[src/rtl/tcge_pkg.sv]
`timescale 1ns / 1ps
// shared types and constants of the text cursor glyph expander
// no dependencies

package tcge_pkg;

	localparam int FONT_BYTES  = 1280;
	localparam int FONT_AW     = 11;
	localparam int MAX_SCALE   = 8;
	localparam int GLYPH_COLS  = 5;
	localparam int CELL_COLS   = 6;
	localparam int GLYPH_ROWS  = 8;

	localparam logic [7:0] CLASSIC_SHIFT_FROM = 8'd176;
	localparam logic [7:0] CODE_NEWLINE       = 8'd10;
	localparam logic [7:0] CODE_CR            = 8'd13;

	localparam logic [1:0] CMD_WRITE_CHAR = 2'd0;
	localparam logic [1:0] CMD_SET_CURSOR = 2'd1;
	localparam logic [1:0] CMD_LOAD_FONT  = 2'd2;

	localparam logic [2:0] REG_SCREEN_WIDTH  = 3'd0;
	localparam logic [2:0] REG_SCREEN_HEIGHT = 3'd1;
	localparam logic [2:0] REG_TEXT_SCALE    = 3'd2;
	localparam logic [2:0] REG_TEXT_COLOR    = 3'd3;
	localparam logic [2:0] REG_BG_COLOR      = 3'd4;
	localparam logic [2:0] REG_WRAP_ENABLE   = 3'd5;
	localparam logic [2:0] REG_CP437_MODE    = 3'd6;

	typedef struct packed {
		logic [15:0]                      x;
		logic [15:0]                      y;
		logic [GLYPH_COLS-1:0][7:0]       cols;
		logic [3:0]                       scale;
		logic [15:0]                      fg;
		logic [15:0]                      bg;
	} glyph_job_t;

	typedef struct packed {
		logic ready;
		logic busy;
	} gen_status_t;

endpackage

[src/rtl/tcge_row_gen.sv]
`timescale 1ns / 1ps
// expands one latched glyph into pixel rows with an output register
// uses tcge_pkg for the job and status types

module tcge_row_gen (
	input  logic                 clk,
	input  logic                 arst_n,
	input  logic                 start,
	input  tcge_pkg::glyph_job_t job,
	output tcge_pkg::gen_status_t status,
	output logic                 m_tvalid,
	input  logic                 m_tready,
	// window_x, window_y, pixel_row, cell0..cell5 colors, zero fill
	output logic [135:0]         m_tdata,
	output logic                 m_tlast
);

	tcge_pkg::glyph_job_t job_q;
	logic                 busy_q;
	logic [5:0]           r_q;
	logic [2:0]           rep_q;
	logic [2:0]           gy_q;
	logic                 m_tvalid_q;
	logic [135:0]         m_tdata_q;
	logic                 m_tlast_q;

	logic [6:0]           rows_m1;
	logic                 last;
	logic                 load;
	logic [15:0]          cell_color [tcge_pkg::GLYPH_COLS];

	assign rows_m1 = {job_q.scale, 3'b000} - 7'd1;
	assign last    = ({1'b0, r_q} == rows_m1);
	assign load    = busy_q && (!m_tvalid_q || m_tready);

	always_comb begin
		for (int i = 0; i < tcge_pkg::GLYPH_COLS; i++) begin
			cell_color[i] = job_q.cols[i][gy_q] ? job_q.fg : job_q.bg;
		end
	end

	always_ff @(posedge clk or negedge arst_n) begin
		if (!arst_n) begin
			busy_q     <= 1'b0;
			m_tvalid_q <= 1'b0;
			r_q        <= '0;
			rep_q      <= '0;
			gy_q       <= '0;
		end else begin
			if (start && !busy_q) begin
				busy_q <= 1'b1;
				r_q    <= '0;
				rep_q  <= '0;
				gy_q   <= '0;
			end else if (load) begin
				if (last) begin
					busy_q <= 1'b0;
				end
				r_q <= r_q + 6'd1;
				if ({1'b0, rep_q} == job_q.scale - 4'd1) begin
					rep_q <= '0;
					gy_q  <= gy_q + 3'd1;
				end else begin
					rep_q <= rep_q + 3'd1;
				end
			end
			if (load) begin
				m_tvalid_q <= 1'b1;
			end else if (m_tready) begin
				m_tvalid_q <= 1'b0;
			end
		end
	end

	always_ff @(posedge clk) begin
		if (start && !busy_q) begin
			job_q <= job;
		end
		if (load) begin
			m_tdata_q <= {2'b00, job_q.bg, cell_color[4], cell_color[3], cell_color[2],
				cell_color[1], cell_color[0], r_q, job_q.y, job_q.x};
			m_tlast_q <= last;
		end
	end

	assign status.ready = !busy_q;
	assign status.busy  = busy_q;
	assign m_tvalid     = m_tvalid_q;
	assign m_tdata      = m_tdata_q;
	assign m_tlast      = m_tlast_q;

endmodule

[config.mk]
export PLATFORM = sky130hd
export DESIGN_NAME = tcge_row_gen
export DESIGN_NICKNAME = d
export VERILOG_FILES = /design/src/rtl/tcge_pkg.sv /design/src/rtl/tcge_row_gen.sv
export SDC_FILE = /design/constraint.sdc
export NUM_CORES = 1
export LEC_CHECK = 0
export ABC_AREA = 0
export BUFFER_PORTS_ARGS = -buffer_cell sky130_fd_sc_hd__buf_2
export CORE_MARGIN = 4
export CORE_UTILIZATION = 30
export DETAILED_ROUTE_END_ITERATION = 16
export PLACE_DENSITY = 0.57
export REMOVE_ABC_BUFFERS = 1
export SLEW_MARGIN = 20
export SYNTH_ARGS = -nofsm -noshare
export SYNTH_HDL_FRONTEND = slang
export SYNTH_SLANG_ARGS = --single-unit
[constraint.sdc]
create_clock -name clk -period 4.66 [get_ports clk]
set_clock_uncertainty 0.1 [all_clocks]
set_input_delay 0.466 -clock clk [delete_from_list [all_inputs] [get_ports clk]]
set_output_delay 0.466 -clock clk [all_outputs]
set_load 0.1 [all_outputs]
=== Word level (Yosys, flattened, before mapping) ===
Cells that the tools add are included.

* Register bits: 257
* Memories kept: 0
* Latch bits: 0
* Logic and storage cells: 64
* Bits in writable memories: 0
* Memory bits (read-only): 0
* Output and inout bits: 140
* Bits of input ports: 112

* Shift-type cells: 0
* Divide/modulo/power cells: 0
* Add/sub/neg operators: 5
* Bitwise operators: 0
* $mul: 0
* Reduce and logical (&&, ||, !) cells: 11
* Muxes and demuxes: 28
* Equal/unequal tests: 2
* Order comparisons: 1

{| class="wikitable"
|+ Operator list
! cell !! count
|-
| two-way mux 16 bit || 5
|-
| two-way mux 3 bit || 6
|-
| binary-select mux 1 bit (select 3 bit) || 5
|-
| two-way mux 6 bit || 2
|-
| two-way mux 1 bit || 10
|-
| nonzero test 2 bit || 4
|-
| equality test 6 x 7 -> 1 bit || 1
|-
| subtractor 7 x 1 -> 7 bit, second input constant || 1
|-
| adder 3 x 1 -> 3 bit, second input constant || 2
|-
| adder 6 x 1 -> 6 bit, second input constant || 1
|-
| equality test 3 x 4 -> 1 bit || 1
|-
| < comparator 3 x 4 -> 1 bit, second input constant || 1
|-
| AND reduction 2 bit || 2
|-
| subtractor 4 x 1 -> 4 bit, second input constant || 1
|-
| logical AND 1 bit || 2
|-
| logical NOT 1 bit || 2
|-
| logical OR 1 bit || 1
|}

=== Logic depth before layout (Yosys ltp) ===
* Depth after elaboration: 5
* Depth in mapped cells: 6
* Gate-level depth less buffers: 6

=== Least setup slack after synthesis ===
OpenSTA, ideal clock, no wires.

* Path type: register to register
* From: register m_tvalid_q, in the netlist m_tvalid
* To: register rep_q[2]
* Data required time: 4.378 ns
* Setup time: 0.182 ns
* Stages on the path, launching flop included: 6
* Clock period less this slack: 5.668 ns
* Buffers on the path: 1
* Arrival: 5.385 ns
* Setup slack: -1.008 ns
* Cells stage by stage: dfrtp_1 -> nand2b_1 -> nand2_1 -> clkbuf_1 -> clkinv_1 -> o32ai_1

* Cells in the longest elaborated chain, start to end: 4

{| class="wikitable"
|+ RTL lines
! item !! RTL line !! source
|-
| from (decl) || tcge_row_gen.sv:23 || <nowiki>logic m_tvalid_q;</nowiki>
|-
| from (signal assigned) || tcge_row_gen.sv:45 || <nowiki>m_tvalid_q <= 1'b0;</nowiki>
|-
| from (signal assigned) || tcge_row_gen.sv:68 || <nowiki>m_tvalid_q <= 1'b1;</nowiki>
|-
| from (signal assigned) || tcge_row_gen.sv:70 || <nowiki>m_tvalid_q <= 1'b0;</nowiki>
|-
| logical NOT 1 bit || tcge_row_gen.sv:34 || <nowiki>assign load = busy_q && (!m_tvalid_q || m_tready);</nowiki>
|-
| logical OR 1 bit || tcge_row_gen.sv:34 ||
|-
| logical AND 1 bit || tcge_row_gen.sv:34 ||
|-
| net load || tcge_row_gen.sv:29 || <nowiki>logic load;</nowiki>
|-
| nonzero test 2 bit (no line) || n/a ||
|-
| to (signal assigned) || tcge_row_gen.sv:64 || <nowiki>rep_q <= rep_q + 3'd1;</nowiki>
|-
| to (decl) || tcge_row_gen.sv:21 || <nowiki>logic [2:0] rep_q;</nowiki>
|}

The timed path passes the listed nets, and every way through them passes these cells.
A chain may end at the register's enable or synchronous reset.

==> qor.txt <==
Clock power share = 28.8%
Vias per cell = 4.28
Tightest Pin Transition = 1.06 ns
CP Launch Type = flip-flop
Final setup violation count = 0
Switching fraction of total power = 36.1%
Syn Area/Cell = 22.2 sq um
Sequential share of power = 38.1%
CP required = 4.84 ns
Power density cells = 585 nW/um^2
Lkg Pwr = 5.22 nW
H-tree levels = 1
XOR/XNOR Fraction of Synth Area = 0.723%
WS Path Type = flip-flop to flip-flop
Layout net count = 930
DIE WIDTH = 188 um
Final wirelength = 21.9 mm
Synth Area in Simple Gates = 1.63%
CP Capture Type = flip-flop
Main synth FF type = edfxtp_1
P&R area growth vs syn = 38.1%
Fin crit share = 63.8%
Max Clock Freq = 337 MHz
Vias in the first global route = 5671
IO Port Bufs = 249
Post-synth EDFFs = 243
Row count = 65
Seq cells post-synth = 257
CTS Root Cell = clkbuf_16
# Max-Cap Violations = 0
Mapped cell area = 9690 sq um
Cells after Synth = 436
Most common cell after layout, fill and taps aside = buf_2
CTS tree = done
Area post-placement = 11300 sq um
Int Pwr = 5.00 mW
Pin count of the biggest net entering global routing = 105
Initial Util = 30.5%
Post-detail-place hpwl = 13.9 mm
Reg clk slew, reported paths = 0.06 ns
Post-CTS setup buffers = 0
CP Launch Point = gy_q[0]
Initial DRC count = 225
Post-Synth Adder-Cell Area = 0.517%
Post-Route Utilization = 42.2%
CORE AREA = 31700 sq um
Routed Antenna Nets = 0
Sequential-to-total area share from yosys stat = 78.9%
Synth warn = 0
FFs w/ async S/R, synth = 5.45%
Min cycle time layout = 2.97 ns
Worst slew margin = 27.9%
Largest family of logic cells by synthesized area = multiplexers
Detailed Routing Iterations Pass 1 = 4
# clock sinks = 257
IO Count = 252
Logic pwr share = 33.1%
Cts bufs inserted = 28
Proportion of layout cells with a drive suffix above 1 = 47.3%
Hold Startpoint = job[80]
Drt drc = 0
Tot GR Track Use = 12.1%
Die area = 35200 sq um
Worst-Skew Late Latency = 0.53 ns
Slew Viols, Final = 0
Routed WL per cell = 17.7 um
VDD IR max = 0.000278 V
Hold Crit Class = input port to flip-flop
Commonest cells after routing, fill and taps aside = 249 x buf_2, 243 x edfxtp_1, 106 x dlygate4sd3_1, 50 x mux2_4, 31 x mux2_2
Crit path max fanout = 16
Net Sw Power = 2.82 mW
Post-synthesis mux area share = 15.1%
RSZ-0062 raised after global routing = no
Worst r2r src = gy_q[0]
Final Wtd Congestion = 0.701
Final instance area = 13400 sq um
Unique masters post-synth = 38
Clock Path Buffers = 3
Compound-Gate Fraction of Synth Area = 1.23%
Vert. Die Dim = 188 um
Initial antenna violation count = 1
Grt total ovfl = 0
Fin. Hold Viols = 0
WP data arrival = 3.15 ns
Status = complete, no violations
Vias = 5305
First-pass GRT wire length = 33.6 mm
==> state kept, by name, indices dropped and copies added (netlist names) <==
name / cells
rep_q: 3
m_tvalid: 1
job_q: 108
gy_q: 3
m_tdata: 134
m_tlast: 1
busy_q: 1
r_q: 6
==> logic make-up (layout without fill, tap and decap cells) <==
family / count (synthesis) / in the layout
compound gates: 18 / 18
xor+xnor: 8 / 8
fa+ha+maj: 4 / 4
buf+inv: 19 / 417
flops: 257 / 257
mux: 98 / 98
other cells: 1 / 4
simple gates: 31 / 31
==> power by group through the flow <==
stage                     sequential (mW)  combinational (mW)  clock (mW)
after floorplan                      4.19               0.892           0
after global placement               3.03                2.50           0
after detailed placement             3.04                2.52           0
after CTS                            2.99                2.59        2.33
after global routing                 3.01                2.71        2.43
final                                2.98                2.59        2.25
==> worst max-delay path: stages (launching register included) <==
cell     delay, ns
dfrtp_1       0.72
mux4_1        0.67
mux2i_4       0.80
mux2_2        0.41
==> worst paths after layout <==
check	end	slack, ns	depth (start not counted)
worst max register to register	m_tdata[39]	1.69	3
worst max-delay path	m_tdata[39]	1.69	3
worst min register to register	m_tdata[12]	0.32	0
worst min-delay path	job_q[80]	0.03	1
min in group asynchronous	busy_q	0.28	2
max in group asynchronous	rep_q[1]	3.94	2
==> metrics by stage <==
stage | worst slack (ns) | power (mW) | instances | hold slack, ns | setup TNS [ns]
6_report | 1.69 | 7.83 | 1239 | 0.0299 | 0
5_1_grt | 1.50 | 8.15 | 1239 | 0.00896 | 0
4_1_cts | 1.64 | 7.92 | 1236 | 0.0000686 | 0
3_5_place_dp | 1.63 | 5.56 | 1079 | 0.289 | 0
3_3_place_gp | 1.67 | 5.54 | 1079 | 0.288 | 0
2_1_floorplan | -0.885 | 5.09 | 425 | 0.0704 | -113.91
==> cells in the mapped netlist (2+ instances only) <==
master / n / area share, %
nand2_1: 9 / 0.35
mux4_1: 2 / 0.54
mux2i_1: 2 / 0.21
o21ai_0: 3 / 0.15
mux4_2: 8 / 1.9
nand4_1: 3 / 0.19
buf_4: 3 / 0.23
mux2i_4: 5 / 1.2
buf_12: 5 / 1.0
buf_2: 2 / 0.10
xnor2_1: 2 / 0.18
edfxtp_1: 243 / 75
a21oi_1: 4 / 0.21
xor2_1: 6 / 0.54
nand3_1: 6 / 0.31
a31oi_1: 2 / 0.13
and3_1: 2 / 0.13
mux2_2: 31 / 3.6
dfrtp_1: 14 / 3.6
o31ai_1: 4 / 0.31
nor2_1: 4 / 0.15
ha_1: 4 / 0.52
mux2_4: 50 / 7.7
inv_1: 6 / 0.23
nand2b_1: 3 / 0.19
==> per-layer routing <==
| metal | routed length [um] | global-route usage, % | vias up |
|---|---|---|---|
| met5 | 0 | 0 | - |
| met4 | 418 | 2.80 | 0 |
| met3 | 1300 | 2.66 | 39 |
| met2 | 11000 | 21.1 | 176 |
| met1 | 9190 | 15.4 | 2587 |
| li1 | - | - | 2503 |
==> layout make-up <==
class | instances | area [sq um]
Clock inverter | 20 | 214
Timing Repair Buffer | 359 | 2370
Inverter | 7 | 33.8
Fill cell | 2836 | 18300
Clock buffer | 31 | 733
Sequential cell | 257 | 7650
Antenna cell | 2 | 5.00
Tap cell | 402 | 503
Multi-Input combinational cell | 161 | 1870
==> what timing repair did <==
| item | 4_1_cts | 5_1_grt |
|---|---|---|
| setup endpoints to repair | 0 | 0 |
| resized for setup | 0 | 0 |
| hold buffers | 106 | 0 |
| endpoints found under the hold margin | 119 | 0 |
Note: power is estimated with default switching activity, not from simulation.
